$ cat config.mk
export PLATFORM = sky130hd
export DESIGN_NAME = smm_skew
export DESIGN_NICKNAME = d
export VERILOG_FILES = /design/src/rtl/smm_pkg.sv /design/src/rtl/smm_skew.sv
export SDC_FILE = /design/constraint.sdc
export NUM_CORES = 1
export LEC_CHECK = 0
export BUFFER_PORTS_ARGS = -buffer_cell sky130_fd_sc_hd__buf_2
export CORE_UTILIZATION = 30
export CTS_BUF_LIST = sky130_fd_sc_hd__clkbuf_8
export CTS_CLUSTER_DIAMETER = 40
export DETAILED_ROUTE_END_ITERATION = 6
export MAX_ROUTING_LAYER = met4
export PLACE_DENSITY = 0.55
export REMOVE_ABC_BUFFERS = 1
export SLEW_MARGIN = 20
export SYNTH_ARGS = -nofsm -noshare
export SYNTH_HDL_FRONTEND = slang
export SYNTH_SLANG_ARGS = --single-unit
$ cat constraint.sdc
create_clock -name clk -period 1.78 [get_ports clk]
set_clock_uncertainty 0.2 [all_clocks]
set_input_delay 0.178 -clock clk [delete_from_list [all_inputs] [get_ports clk]]
set_output_delay 0.178 -clock clk [all_outputs]
set_load 0.03 [all_outputs]
$ cat src/rtl/smm_pkg.sv
// Shared types and constants for the systolic matrix multiply unit.
// No dependencies; every other file in rtl/ imports this package.
`default_nettype none

package smm_pkg;

  // Data path and port geometry
  localparam int DATA_W    = 32;
  localparam int LANES     = 4;
  localparam int IDX_W     = 2;
  localparam int CNT_W     = 3;
  localparam int CFG_IDX_W = 3;
  localparam int SIDE_DEF  = 4;

  typedef logic [DATA_W-1:0]    word_t;
  typedef logic [CNT_W-1:0]     cnt_t;
  typedef logic [CFG_IDX_W-1:0] cfg_idx_t;

  // Configuration register indexes
  localparam cfg_idx_t CFG_ROWS_USED = 3'd0;
  localparam cfg_idx_t CFG_COLS_USED = 3'd1;
  localparam cfg_idx_t CFG_BIAS_ROW0 = 3'd2;
  localparam cfg_idx_t CFG_BIAS_ROW1 = 3'd3;
  localparam cfg_idx_t CFG_BIAS_ROW2 = 3'd4;
  localparam cfg_idx_t CFG_BIAS_ROW3 = 3'd5;

  // Array control: pulse moves operands one cell on, clear zeroes the array
  typedef struct packed {
    logic pulse;
    logic clear;
  } ctl_t;

endpackage

`default_nettype wire

$ cat src/rtl/smm_skew.sv
// Input skew delay line for one operand lane of the systolic array.
// Depends on smm_pkg (word_t, ctl_t).
`default_nettype none

module smm_skew #(
  parameter int DEPTH = 1
) (
  input  wire logic          clk,
  input  wire logic          rst_n,
  input  wire smm_pkg::ctl_t ctl,
  input  wire smm_pkg::word_t din,
  output      smm_pkg::word_t dout
);
  import smm_pkg::*;

  word_t line_r [DEPTH];

  // Advance the line by one entry on each pulse
  always_ff @(posedge clk) begin
    if (!rst_n || ctl.clear) begin
      for (int i = 0; i < DEPTH; i++) line_r[i] <= '0;
    end else if (ctl.pulse) begin
      line_r[0] <= din;
      for (int i = 1; i < DEPTH; i++) line_r[i] <= line_r[i-1];
    end
  end

  assign dout = line_r[DEPTH-1];

endmodule

`default_nettype wire

Word level (Yosys, flattened, before mapping)
Memories as Yosys holds them, arrays and structs flattened. Cells that the tools add are included. W data, S select, Z words.

$add $sub $neg: 0. $mul: 0. Div/mod/pow operators: 0. $lt $le $gt $ge: 0. Eq/ne operators: 0. Shifts and indexed selects: 0. Muxes and demuxes: 7. Bitwise logic cells: 0. Reductions and logical operators: 3.

Operator list (number): $mux W32 (1); $reduce_or A32 Y1 (1); $mux W1 (6); $logic_not A1 Y1 (1); $logic_or A1 B1 Y1 (1).

Register bits: 0. Bits in latches: 0. Memory bits (writable): 32. Memory bits (read-only): 0. Memories: 1.

Memories: line_r (words 1, width 32, read ports 1, clocked after Yosys merged registers in 0, wr ports 1, line smm_skew.sv:16) `word_t line_r [DEPTH];`.

Logic depth before layout (Yosys ltp)
Depth in word-level cells: 6. Mapped depth: 2. Depth with buffers taken out: 1.

Worst setup path before layout
OpenSTA, ideal clock, no wires.

Kind: input port to flip-flop. Start point: input port ctl[0] (netlist bit). End point: memory line_r[0][0] (netlist bit), enable pin. Arrival time: 0.951 ns. Required time: 1.166 ns. Slack: 0.214 ns. Stages: 1. Buffers on the path: 0. Cell sequence: or3b_1.

Word-level cells in the longest chain between the ends: 5. Elaborated cells between the ends (all ways): 7. Those cells by class: mux (5); reduce/logical (2).

RTL lines: start: declaration (line smm_skew.sv:10) `input wire smm_pkg::ctl_t ctl,`; $logic_or A1 B1 Y1 * (line smm_skew.sv:20) `if (!rst_n || ctl.clear) begin`; $mux W1 (line smm_skew.sv:20); $mux W1 (not written as such) (line smm_skew.sv:23) `line_r[0] <= din;`; $reduce_or A32 Y1 (no source line); $mux W1 (no source line) *; end: declaration (line smm_skew.sv:16).

Mark *: on every way between the ends. The rest lies on a longest branch, timed or not.

Worst setup path after layout
Start point: memory line_r[0][17] (netlist bit). End point: output port dout[17].

Word-level cells in the longest chain between the ends: 1.

RTL lines: $mem_v2 Z1 W32; end: declaration (line smm_skew.sv:12) `output smm_pkg::word_t dout`.

No other way between the ends.

==> impl_results.md <==
- Run status: finished clean
- Worst setup EP type: output pin
- Endpoints failing setup: 0
- F_max: 808 MHz
- Die Y-Extent: 68.7 µm
- Postcts setup bufs: 0
- Netlist cell types: 4
- Crit Path Class: register to output pin
- Die area: between 4000 and 5000 µm²
- Largest net degree at the start of global routing: 33
- Initial antenna violation count: 0
- Port bufs: 67
- Fin Hold WS: between 50 and 60 ps
- Design area: 1820 µm²
- Setup tns final: 0 ps
- Routed wire length: approximately 3000 µm
- Via count: 952
- Buf/Inv on CP: 1
- CP required: approximately 1400 ps
- Max reg flops: 32
- Wirelength per Cell: between 15 and 20 µm
- FP Rows: 23
- CP Data Arrival Time: ~860 ps
- RSZ-0062 raised after global routing: no
- Area growth, synth to finish: 36.0%
- Core area: just over 4000 µm²
- Crit path time final: ~1200 ps
- Peak VDD IR: 0.359 mV
- Biggest regs: line_r (32)
- Slew HR: between 80% and 90%
- Worst-path fanout max: 1
- MaxCap Viol Count: 0
- Largest Register: line_r
- Sink Count: 32
- Worst-path clk slew: 70 ps
- Mean Syn Cell Area: 18.0 µm²
- Crit path launch: line_r[0][17]$_SDFFCE_PN0P_
- Die width: ~69 µm
- Pwr Density: 908 nW/µm²
- CTS max path bufs: 2
- CTS-repair resized insts: 0
- Root buf cell: clkbuf_8
- Final Hold Fails: 0
- Instance count on the critical path: 1
- CTS buffer count: 5
- Critical Path, Cell by Cell: buf_2
- Largest stage delay on the critical path: about 390 ps
- DR iter-0 viols: 70
- Leakage: between 0.9 and 1 nW
- Min-delay worst type: input pin to register
- Synth warn: 0
- Slew @ Worst Pin: 260 ps
- RePlAce Congestion: just under 0.7
- Post-Synthesis Cells: 74
- Io pins: 68
- Layout Nets: 181
- Seq cells post-synth: 32
- 1st-pass router iterations: 4
- Hpwl dp: 2170 µm
- Vias in the first global route: 972
- Setup ws final: around 540 ps
- Post-CTS Hold Fix Bufs: 0
- Max Slew Vio Count: 0
- Dpl cells: 188
- DP Area: 1730 µm²
- First-pass GRT wire length: 4770 µm
- Cell Area, Synth: 1340 µm²
- Diodes inserted: 0
- Critical path's top delay family: flip-flops
- Final cell count without fillers: a little under 200
- Setup crit start kind: register
- Worst Setup EP: dout[17]
- CTS tree: yes
- Share of layout cells above drive strength 1: around 55%
- Number of routed nets with antenna violations: 0
- Vias per std cell: 4.86
- GRT Total Usage: ~15%
- Sequential share of the synthesized area: 72.0%
- Finished Core Util: 43.8%
- Slowest CP cell: edfxtp_1
- Final period util: 69.5%
- Overall power: 1.65 mW
- CTS H-tree depth: 2
- Starting Density: around 32%
- Congestion Overflow GR: 0
- Drt drc: 0
- Place WS: 373 ps
## layout make-up
cell class,instances,area (µm²)
repair buffers,73,380
clock inverters,3,13.8
well taps,50,62.6
clock buffers,5,68.8
flip-flops and latches,32,961
fillers,412,2330
multi-input cells,33,329
## layer usage
metal	part of all wire, %	GRT usage, %
met5	0	-
met4	1.7	6.12
met3	8.0	5.26
met2	49	25.2
met1	41	16.3
## how the worst min path moves through the flow
stage | depth (start not counted) | start | to
floorplan | 1 | rst_n | line_r[0][0]$_SDFFCE_PN0P_
global placement | 2 | din[6] | line_r[0][6]$_SDFFCE_PN0P_
detailed placement | 2 | din[28] | line_r[0][28]$_SDFFCE_PN0P_
CTS | 2 | din[31] | line_r[0][31]$_SDFFCE_PN0P_
global route | 2 | din[10] | line_r[0][10]$_SDFFCE_PN0P_
finish | 2 | din[31] | line_r[0][31]$_SDFFCE_PN0P_
## cell usage after synthesis
library cell	count	area share [%]
and4b_1	32	24
buf_2	9	3.4
edfxtp_1	32	72
or3b_1	1	0.66
## power breakdown
group          total, mW  switching [mW]  internal [mW]
clock network      0.520           0.255          0.265
registers          0.887          0.0121          0.875
logic              0.242           0.159         0.0822
total               1.65           0.427           1.22
## cell usage in the layout, fill, tap and decap left out
master     n
edfxtp_1  32
clkinv_2   2
buf_2     67
clkbuf_8   5
clkinv_1   1
buf_4      6
and4b_1   32
or3b_1     1
## logic make-up after synthesis
| kind of cell | count (synthesis) | share of synthesized area [%] |
|---|---|---|
| and+or+nand+nor | 33 | 24.6 |
| buffers and inverters | 9 | 3.37 |
| DFF | 32 | 72.0 |
Power figures use the tool's default switching activity.
