<file path="src/rtl/smm_pkg.sv">
// Shared types and constants for the systolic matrix multiply unit.
// No dependencies; every other file in rtl/ imports this package.
`default_nettype none

package smm_pkg;

  // Data path and port geometry
  localparam int DATA_W    = 32;
  localparam int LANES     = 4;
  localparam int IDX_W     = 2;
  localparam int CNT_W     = 3;
  localparam int CFG_IDX_W = 3;
  localparam int SIDE_DEF  = 4;

  typedef logic [DATA_W-1:0]    word_t;
  typedef logic [CNT_W-1:0]     cnt_t;
  typedef logic [CFG_IDX_W-1:0] cfg_idx_t;

  // Configuration register indexes
  localparam cfg_idx_t CFG_ROWS_USED = 3'd0;
  localparam cfg_idx_t CFG_COLS_USED = 3'd1;
  localparam cfg_idx_t CFG_BIAS_ROW0 = 3'd2;
  localparam cfg_idx_t CFG_BIAS_ROW1 = 3'd3;
  localparam cfg_idx_t CFG_BIAS_ROW2 = 3'd4;
  localparam cfg_idx_t CFG_BIAS_ROW3 = 3'd5;

  // Array control: pulse moves operands one cell on, clear zeroes the array
  typedef struct packed {
    logic pulse;
    logic clear;
  } ctl_t;

endpackage

`default_nettype wire

</file>
<file path="src/rtl/smm_cell.sv">
// One multiply-accumulate cell of the output-stationary array.
// Depends on smm_pkg (word_t, ctl_t).
`default_nettype none

module smm_cell (
  input  wire logic           clk,
  input  wire logic           rst_n,
  input  wire smm_pkg::ctl_t  ctl,
  input  wire smm_pkg::word_t a_in,
  input  wire smm_pkg::word_t b_in,
  output      smm_pkg::word_t a_out,
  output      smm_pkg::word_t b_out,
  output      smm_pkg::word_t sum
);
  import smm_pkg::*;

  word_t a_r, b_r, prod_r, sum_r;
  word_t prod_nxt;

  // Low word of the product; signed and unsigned agree there
  assign prod_nxt = word_t'(a_in * b_in);

  // Register the product, fold the previous one into the sum
  always_ff @(posedge clk) begin
    if (!rst_n || ctl.clear) begin
      a_r    <= '0;
      b_r    <= '0;
      prod_r <= '0;
      sum_r  <= '0;
    end else begin
      sum_r <= sum_r + prod_r;
      if (ctl.pulse) begin
        a_r    <= a_in;
        b_r    <= b_in;
        prod_r <= prod_nxt;
      end else begin
        prod_r <= '0;
      end
    end
  end

  assign a_out = a_r;
  assign b_out = b_r;
  assign sum   = sum_r;

endmodule

`default_nettype wire

</file>
<file path="config.mk">
export PLATFORM = sky130hd
export DESIGN_NAME = smm_cell
export DESIGN_NICKNAME = d
export VERILOG_FILES = /design/src/rtl/smm_pkg.sv /design/src/rtl/smm_cell.sv
export SDC_FILE = /design/constraint.sdc
export NUM_CORES = 1
export LEC_CHECK = 0
export BUFFER_PORTS_ARGS = -buffer_cell sky130_fd_sc_hd__buf_2
export CAP_MARGIN = 15
export CORE_MARGIN = 1
export CORE_UTILIZATION = 60
export DETAILED_ROUTE_END_ITERATION = 6
export PLACE_DENSITY_LB_ADDON = 0.3
export SLEW_MARGIN = 20
export SYNTH_ARGS = -nofsm -noshare
export SYNTH_HDL_FRONTEND = slang
export SYNTH_SLANG_ARGS = --single-unit
</file>
<file path="constraint.sdc">
create_clock -name clk -period 12.45 [get_ports clk]
set_clock_uncertainty 0.15 [all_clocks]
set_input_delay 1.245 -clock clk [delete_from_list [all_inputs] [get_ports clk]]
set_output_delay 1.245 -clock clk [all_outputs]
set_load 0.03 [all_outputs]
</file>
After elaboration in Yosys (flattened, before gate mapping)
Cells that the tools add are included.
- input port bits: 68
- flip-flop bits (word level): 128
- logic and storage cells: 10
- output and inout port bits: 96
- bits in read-only memories: 0
- RAM bits: 0
- bits in latches: 0
- memories kept: 0
- $mul: 1
- $lt $le $gt $ge: 0
- add/sub/neg operators: 1
- shifts and indexed selects: 0
- equal/unequal tests: 0
- reduce and logical (&&, ||, !) cells: 3
- multiplexer cells: 0
- bitwise operators: 1
- divide/modulo/power cells: 0
- operators with widths (cell ; count):
    $add 32x32->32 ; 1
    $mul 32x32->32 ; 1
    $reduce_or 2->1 ; 1
    $logic_not 1->1 ; 1
    $logic_or 1x1->1 ; 1
    $not 1->1 ; 1

Longest topological paths before layout
Gate-level depths: netlist (run 1).
- depth after elaboration: 3
- gate-level depth with buffers: 26
- depth with buffers taken out: 24

Worst setup path after synthesis (run 1)
Ideal clock, no wire load.
- path type: input -> register
- from: input port a_in[13]
- to: register prod_r[31]
- data required time: 12230 ps
- stages on the path: 25
- setup time: 70 ps
- setup slack: 4464 ps
- arrival: 7766 ps
- cells stage by stage: clkbuf_1 > clkbuf_1 > nand2_1 > fa_1 > inv_1 > fa_1 > inv_1 > fa_1 > inv_1 > fa_1 > inv_1 > fa_1 > inv_1 > fa_1 > fa_1 > fa_1 > ha_1 > and3_1 > and2_1 > nor2b_1 > a32o_1 > a31oi_1 > a211oi_1 > or3_1 > a21oi_1
- word-level cells in the longest chain between the ends: 1
- ends and longest elaborated chain (what ; line ; RTL):
    from (decl) ; smm_cell.sv:9 ; input wire smm_pkg::word_t a_in,
    $mul 32x32->32 ; smm_cell.sv:21 ; assign prod_nxt = word_t'(a_in * b_in);
    to (signal assigned) ; smm_cell.sv:35 ; prod_r <= prod_nxt;
    to (decl) ; smm_cell.sv:17 ; word_t a_r, b_r, prod_r, sum_r;
Every way passes these cells.
A chain may end at the register's enable or synchronous reset.

Final worst setup path (run 1)
- from: input port a_in[8]
- to: register prod_r[31]
The elaborated chain is that of the path after synthesis.

==> metrics, run 1 <==
status=finished clean; global-route wire length before repair=between 90000 and 100000 µm; I/O Buffers=between 150 and 200; initial DRC count=roughly 1100; FF-to-FF Start=sum[0]; post-synth top area share=between 30% and 40%; layout cells sized above 1=8.70%; die width=190 µm; final setup fails=0; H-tree levels=4; most common library cells after synthesis=409 x fa_1, 406 x inv_1, 287 x nand2_1; number of cell rows=68; synthesis-to-finish area growth=7.64%; warnings from Yosys=0; initial core utilization=just over 60%; post-placement cell area=22100 µm²; final wirelength=~55000 µm; fin crit share=between 60% and 70%; top layer in use=met5; Die Span Y=roughly 190 µm; crit-path max FO=25; CTS tree=yes; final setup TNS=0 ns; Residual DRC=0; syn_nets=2950; Synth area leader=fa_1; metal2 WL=approximately 26000 µm; largest net degree at the start of global routing=85; MaxCap Viol Count=0; hold_ws=0.343 ns; postcts setup bufs=0; HP Class=register to register; grt total ovfl=0; via/cell ratio=5.58; number of synthesized flops with an enable pin=0; vias in the first global route=17400; Netlist cell types=between 50 and 60; TritonCTS Sinks=between 100 and 150; Slew Limit Fails=0; CP Class=input port to register; CP Launch Type=input port; Final #Nets=~3000; synth top area cells=fa_1 39%, dfxtp_1 12%, ha_1 9.1%, and2_1 8.1%, inv_1 7.2%; drt pass-1 iters=7; CP Launch Point=a_in[8]; I/O pin total=roughly 160; Max clock buf depth=2; CTS Buf Count=17; mapped cell area=roughly 21000 µm²; fillcell total=approximately 2800; hpwl dp=around 42000 µm; Die Area=36000 µm²; Worst EP required=12.64 ns; Design Area, Final=about 23000 µm²; f_max=0.121 GHz; pin slew with the least headroom to its limit=about 0.98 ns; Routed Antenna Nets=0; GRT Util Overall=roughly a third; register bit count reported by yosys=roughly 130; worst slack, placed=slightly below 4 ns; Worst setup EP type=register; RSZ-0062 raised after global routing=no; Metal-1 WL=about 22000 µm; post-CTS sizing=0; Slew HR=roughly a third; Async SR Flop Fraction=0%; cts hold-fix bufs=0; Met3 Wirelength=approximately 4400 µm; synthesized area per cell=just over 9 µm²; Crit path arrival time=between 8 and 9 ns; root buf cell=clkbuf_16; ys flop type=dfxtp_1; GPL Wtd Cong=about 0.93; final hold vios=0; top-count cell post-synth=fa_1; WL per Instance=between 15 and 20 µm; fin crit period=about 8.3 ns; register area share after synthesis=approximately 12%; setup ws final=about 4.2 ns; core area=about 35000 µm²; hold_sp=a_out[21]; CTS clk-pin slew, worst paths=around 0.06 ns; Mapped Cells=between 2000 and 2500; via count=15900; initial antenna violation count=1; clock latency on the worst-skew pair=between 0.4 and 0.5 ns
worst paths after layout:
check / depth (start not counted) / end / slack [ns]
setup / recovery: 23 / prod_r[31] / 4.17
setup reg to reg: 11 / sum[28] / 9.06
hold reg to reg: 2 / a_out[21] / 0.34
hold / removal: 2 / a_out[21] / 0.34
layout by cell type, fill, tap and decap left out, drive strengths merged, types with 25 or more instances in the layout:
| cell | n |
|---|---|
| nor3 | 25 |
| a21o | 31 |
| xnor2 | 67 |
| inv | 407 |
| xor2 | 25 |
| o21ai | 28 |
| mux2i | 67 |
| and2 | 275 |
| buf | 167 |
| ha | 154 |
| dfxtp | 128 |
| fa | 409 |
| nor2 | 124 |
| a21oi | 46 |
| nand2 | 287 |
critical path: stages:
cell and delay (ns):
buf_2 0.50, nand2_1 0.18, fa_1 0.42, inv_1 0.08, fa_1 0.44, fa_1 0.52, inv_1 0.05, fa_1 0.49
inv_1 0.06, fa_1 0.51, inv_1 0.06, fa_1 0.52, inv_1 0.05, fa_1 0.49, fa_1 0.41, ha_1 0.36
a2111oi_0 0.65, nor2b_1 0.11, a32o_1 0.24, a31oi_1 0.38, a211oi_1 0.17, or3_1 0.37, a21oi_1 0.14
logic make-up (layout without fill, tap and decap cells):
group                    after synthesis  in the layout  synth area share [%]
AND/OR/NAND/NOR                      775            775                  18.0
multiplexers                          67             67                  3.18
other                                  0              1                     0
flip-flops                           128            128                  12.1
buffers and inverters                521            605                  9.31
XOR/XNOR                              93             93                  3.96
AO/OA/AOI/OAI                        172            172                  5.56
adder cells (fa/ha/maj)              563            563                  47.9
through the flow:
| stage | std cells | util [%] |
|---|---|---|
| after floorplan | 2319 | - |
| after global placement | 2826 | 63.8 |
| after detailed placement | 2826 | 63.8 |
| after CTS | 2858 | 65.6 |
| after global routing | 2858 | 65.6 |
| final | 2859 | 65.6 |
layout make-up:
cell class	instances	area, µm²	area share, %
clock inverter	14	189	0.831
antenna	1	2.50	0.0110
sequential	128	2560	11.3
clock buffer	18	439	1.93
timing repair buffer	167	848	3.73
multi-input combinational	1670	16600	73.0
inverter	406	1520	6.70
tap	455	569	2.50
routing by layer:
| layer | vias to the layer above | GRT usage (%) |
|---|---|---|
| met5 | - | 0 |
| met4 | 2 | 15.8 |
| met3 | 141 | 6.11 |
| met2 | 711 | 54.1 |
| met1 | 7939 | 41.1 |
| li1 | 7153 | - |
sequential cells by signal, indices dropped and copies added, names as in the netlist:
register  count
b_out        32
prod_r       32
sum          32
a_out        32
Power of run 1 is not shown: default switching activity piles up to over one toggle a cycle in this logic, so the estimate is an artifact.
==> run 2: changes to the inputs <==
- ABC_AREA: unset -> 1
- CORE_UTILIZATION: 60 -> 57
- clock period: 12.45 -> 7.35 ns (I/O delays scaled with it)
==> metrics, run 2 <==
HP Class=register to register; n_diodes=0; synthesis-to-finish area growth=10.1%; CTS tree=yes; most common library cells after synthesis=860 x nand2_1, 778 x inv_1, 409 x fa_1; CP Launch Type=input port; I/O Buffers=about 160; I/O pin total=about 160; worst slack, placed=-0.281 ns; hpwl dp=52800 µm; GRT Util Overall=33.6%; critical path's most frequent cell=fa_1; core area=roughly 38000 µm²; fin crit share=96.0%; GPL Wtd Cong=0.978; post-CTS sizing=0; critical path's largest stage delay=~0.58 ns; number of synthesized flops with an enable pin=0; hold_sp=a_out[30]; setup ws final=roughly 0.29 ns; Slew HR=33.0%; Netlist cell types=46; grt total ovfl=0; f_max=0.142 GHz; WHS Endpoint=a_out[30]; layout cells sized above 1=10.5%; vias in the first global route=between 20000 and 25000; CP Class=input port to register; post-synth top area share=a little under two fifths; Worst EP required=~7.5 ns; Worst setup EP type=register; via/cell ratio=roughly 5.3; status=finished clean; initial DRC count=around 1300; Residual DRC=0; Max clock buf depth=2; post-route insts no fill=about 3600; Mapped Cells=2941; Slew Limit Fails=0; clock latency on the worst-skew pair=0.44 ns; final setup fails=0; initial core utilization=roughly 58%; CTS Buf Count=17; mapped cell area=22000 µm²; via count=approximately 19000; fin crit period=just over 7 ns; number of cell rows=71; R2R depth=12; ys flop type=dfxtp_1; crit-path max FO=18; FF-to-FF Start=sum[0]; CTS clk-pin slew, worst paths=approximately 0.06 ns; pin slew with the least headroom to its limit=1.00 ns; commonest cells after routing, fill and taps aside=860 x nand2_1, 776 x inv_1, 409 x fa_1, 176 x a21oi_1, 163 x buf_2; Async SR Flop Fraction=0%; WL per Instance=around 18 µm; Die Span Y=~200 µm; global-route wire length before repair=101000 µm; MaxCap Viol Count=0; Routed Antenna Nets=0; top-count cell post-synth=nand2_1; Synth area leader=fa_1; synthesized area per cell=around 7.5 µm²; CP Cell Sequence=buf_2 -> nand2_1 -> fa_1 -> fa_1 -> fa_1 -> fa_1 -> inv_1 -> fa_1 -> inv_1 -> fa_1 -> fa_1 -> fa_1 -> inv_1 -> ha_1 -> nand2_1 -> nor3_2 -> nand4_1 -> nand3_1 -> nand2_1 -> nand2_1 -> a31oi_1 -> o21ai_0 -> a21oi_1; RSZ-0062 raised after global routing=no; commonest non-fill, non-tap cell in the layout=nand2_1; root buf cell=clkbuf_16; largest net degree at the start of global routing=between 70 and 80; warnings from Yosys=0; TritonCTS Sinks=between 100 and 150; Final #Nets=about 3700; postcts setup bufs=0; Critical-path top delay cell=fa_1; initial antenna violation count=0; drt pass-1 iters=5; Crit path arrival time=around 7.2 ns; cts hold-fix bufs=0; H-tree levels=4; R2R Setup Slk=about 4.6 ns; reg-to-reg endpoint=sum[26]; final wirelength=about 64000 µm; # placed instances=~3600; Die Area=just under 40000 µm²; final setup TNS=0 ns; synth top area cells=fa_1 37%, nand2_1 15%, inv_1 13%, dfxtp_1 12%, ha_1 8.7%; syn_nets=3572; final hold vios=0; register bit count reported by yosys=around 130; register area share after synthesis=between 10% and 20%; Hold Path Cell Cnt=2; die width=between 150 and 200 µm
-- run 2: changes by cell type after synthesis, moves of 11 or more --
cell     previous run  this run
nand3_1             8        55
and3_1             14         0
nor3_1             25        10
mux2i_1            67         0
xor2_1             25        12
nand2_1           287       860
and2_1            274         0
a21oi_1            46       176
inv_1             406       778
o21ai_0            22        41
xnor2_1            66        15
buf_2               3        14
nor2_1            124        59
a21o_1             31        13
-- run 2: cell families after synthesis --
group | synth area share, %
AO/OA/AOI/OAI | 7.02
XOR/XNOR | 1.07
adder cells (fa/ha/maj) | 45.9
buffers and inverters | 15.9
flip-flops | 11.6
AND/OR/NAND/NOR | 18.5
-- run 2: layout make-up --
class	count	area, µm²
repair buffers	261	1580
flip-flops and latches	128	2560
inverters	779	2920
clock buffers	18	429
well taps	511	639
clock inverters	14	156
multi-input cells	1897	16000
fillers	3323	13600
-- run 2: worst max-delay path by stage --
stage | slack (ns) | from | end | cells past startpoint
after CTS | 0.15 | b_in[2] | prod_r[28] | 23
after floorplan | 0.22 | a_in[13] | prod_r[29] | 26
after global routing | 0.11 | b_in[2] | prod_r[28] | 23
after detailed placement | -0.28 | b_in[2] | prod_r[28] | 23
final | 0.29 | b_in[2] | prod_r[28] | 23
after global placement | -0.14 | b_in[2] | prod_r[28] | 23
-- run 2: critical path, delay by kind of cell --
kind,cells,cell delay [ns]
fa+ha+maj,9,4.49
simple gates,7,1.20
buf+inv,4,0.47
compound gates,3,0.34
-- run 2: through the flow --
| step | hold WS, ns | util, % | cell area, µm² |
|---|---|---|---|
| 2_1_floorplan | 0.383 | - | 22000 |
| 3_3_place_gp | 0.296 | 62.6 | 23700 |
| 3_5_place_dp | 0.299 | 62.6 | 23700 |
| 4_1_cts | 0.309 | 64.1 | 24300 |
| 5_1_grt | 0.329 | 64.1 | 24300 |
| 6_report | 0.309 | 64.1 | 24300 |
-- run 2: metal layers --
metal	vias to the layer above	routed length [µm]	global-route usage (%)
met1	9307	23200	37.6
met5	-	0	0
met2	721	32000	59.1
met3	225	3760	4.71
met4	0	4620	23.0
li1	8800	-	-
Power of run 2 is left out for the same reason.
==> run 3: changes to the inputs <==
- CORE_UTILIZATION: 57 -> 40
==> metrics, run 3 (synthesis gave the netlist of run 2 again) <==
fin crit period=a little under 7 ns; worst slack, placed=about 0.086 ns; Metal-1 WL=around 27000 µm; CP Class=input port to register; Slew Limit Fails=0; pin slew with the least headroom to its limit=roughly 1.0 ns; top layer in use=met5; n_diodes=0; I/O Buffers=around 160; GPL Wtd Cong=around 0.89; RSZ-0062 raised after global routing=no; final wirelength=roughly 63000 µm; postcts setup bufs=0; Worst setup EP type=register; GRT Util Overall=between 20% and 30%; die width=around 240 µm; via/cell ratio=4.82; Register Area=~2600 µm²; initial antenna violation count=1; via count=between 15000 and 20000; Met3 Wirelength=about 2500 µm; WL per Instance=about 17 µm; hold_sp=b_out[0]; final setup TNS=0 ns; CTS tree=yes; Final #Nets=between 3000 and 4000; commonest non-fill, non-tap cell in the layout=nand2_1; largest net degree at the start of global routing=75; initial core utilization=between 40% and 50%; CTS Buf Count=17; final setup fails=0; # placed instances=between 3000 and 4000; crit-path max FO=21; Routed Antenna Nets=0; layout cells sized above 1=a little over a tenth; Design Area, Final=between 20000 and 25000 µm²; grt total ovfl=0; core area=roughly 54000 µm²; drt pass-1 iters=6; Die Area=approximately 56000 µm²; status=finished clean; Multi-input gate area=~16000 µm²; hpwl dp=just over 50000 µm; final hold vios=0; initial DRC count=approximately 1200; fillcell total=5506; global-route wire length before repair=just over 100000 µm; fin crit share=93.1%; TritonCTS Sinks=about 130; post-CTS sizing=0; MaxCap Viol Count=0; Residual DRC=0; Slew HR=31.3%; WHS Endpoint=b_out[0]; Worst EP required=7.49 ns; FF-to-FF Start=sum[0]; HP Class=register to register; post-placement cell area=between 20000 and 25000 µm²; I/O pin total=164; number of cell rows=between 80 and 90; clock latency on the worst-skew pair=roughly 0.45 ns; R2R Setup Slk=roughly 4.7 ns; Hold Path Cell Cnt=2; post-route insts no fill=between 3000 and 4000; synthesis-to-finish area growth=11.6%; Crit path arrival time=~7.0 ns; Die Span Y=approximately 240 µm; CP Launch Type=input port; R2R depth=11; metal2 WL=31100 µm; reg-to-reg endpoint=sum[26]; H-tree levels=4; commonest cells after routing, fill and taps aside=860 x nand2_1, 776 x inv_1, 409 x fa_1, 176 x a21oi_1, 163 x buf_2; root buf cell=clkbuf_16; Max clock buf depth=2; f_max=0.146 GHz; CTS clk-pin slew, worst paths=about 0.06 ns; cts hold-fix bufs=0; setup ws final=approximately 0.50 ns; vias in the first global route=approximately 19000
## run 3: changes by cell type in the layout (fill, tap and decap cells not counted)
cell        delta
buf_12         +5
buf_4          -4
clkinvlp_4     -3
clkbuf_8       +2
clkinv_4       +2
bufinv_16      +1
clkbuf_1       -1
clkinv_2       -1
nor3_1         +1
nor3_2         -1
## run 3: worst max path at each step
stage | from | to | slack (ns) | cells past startpoint
2_1_floorplan | a_in[13] | prod_r[29] | 0.22 | 26
3_3_place_gp | b_in[5] | prod_r[30] | 0.13 | 21
3_5_place_dp | b_in[2] | prod_r[29] | 0.09 | 26
4_1_cts | b_in[5] | prod_r[31] | 0.51 | 23
5_1_grt | b_in[5] | prod_r[30] | 0.16 | 24
6_report | b_in[5] | prod_r[31] | 0.50 | 24
## run 3: worst max-delay path: stages
cell,delay (ns)
buf_2,0.38
nand2_1,0.15
fa_1,0.57
inv_1,0.06
fa_1,0.51
inv_1,0.06
fa_1,0.49
fa_1,0.51
inv_1,0.06
fa_1,0.50
inv_1,0.05
fa_1,0.55
fa_1,0.43
fa_1,0.52
inv_1,0.08
ha_1,0.35
inv_1,0.10
nor3_1,0.27
nand4_1,0.15
o21a_1,0.21
nand2_1,0.08
inv_1,0.04
nand2_1,0.07
a21oi_2,0.05
## run 3: final cells by class
type                       count  area share [%]
sequential                   128            10.4
multi-input combinational   1897            64.9
tap                          696            3.54
clock buffer                  19            1.84
clock inverter                13           0.717
inverter                     779            11.9
timing repair buffer         262            6.69
## run 3: routing by layer
metal | up-vias | track usage (%)
met4 | 2 | 8.95
met2 | 456 | 40.5
met5 | - | 0
met3 | 111 | 2.23
li1 | 8819 | -
met1 | 8900 | 29.8
## run 3: stage by stage
step | util [%] | hold WS [ns]
finish | 45.5 | 0.307
global route | 45.5 | 0.322
CTS | 45.5 | 0.309
detailed placement | 44.3 | 0.299
global placement | 44.3 | 0.296
floorplan | - | 0.383
Power of run 3 is left out for the same reason.
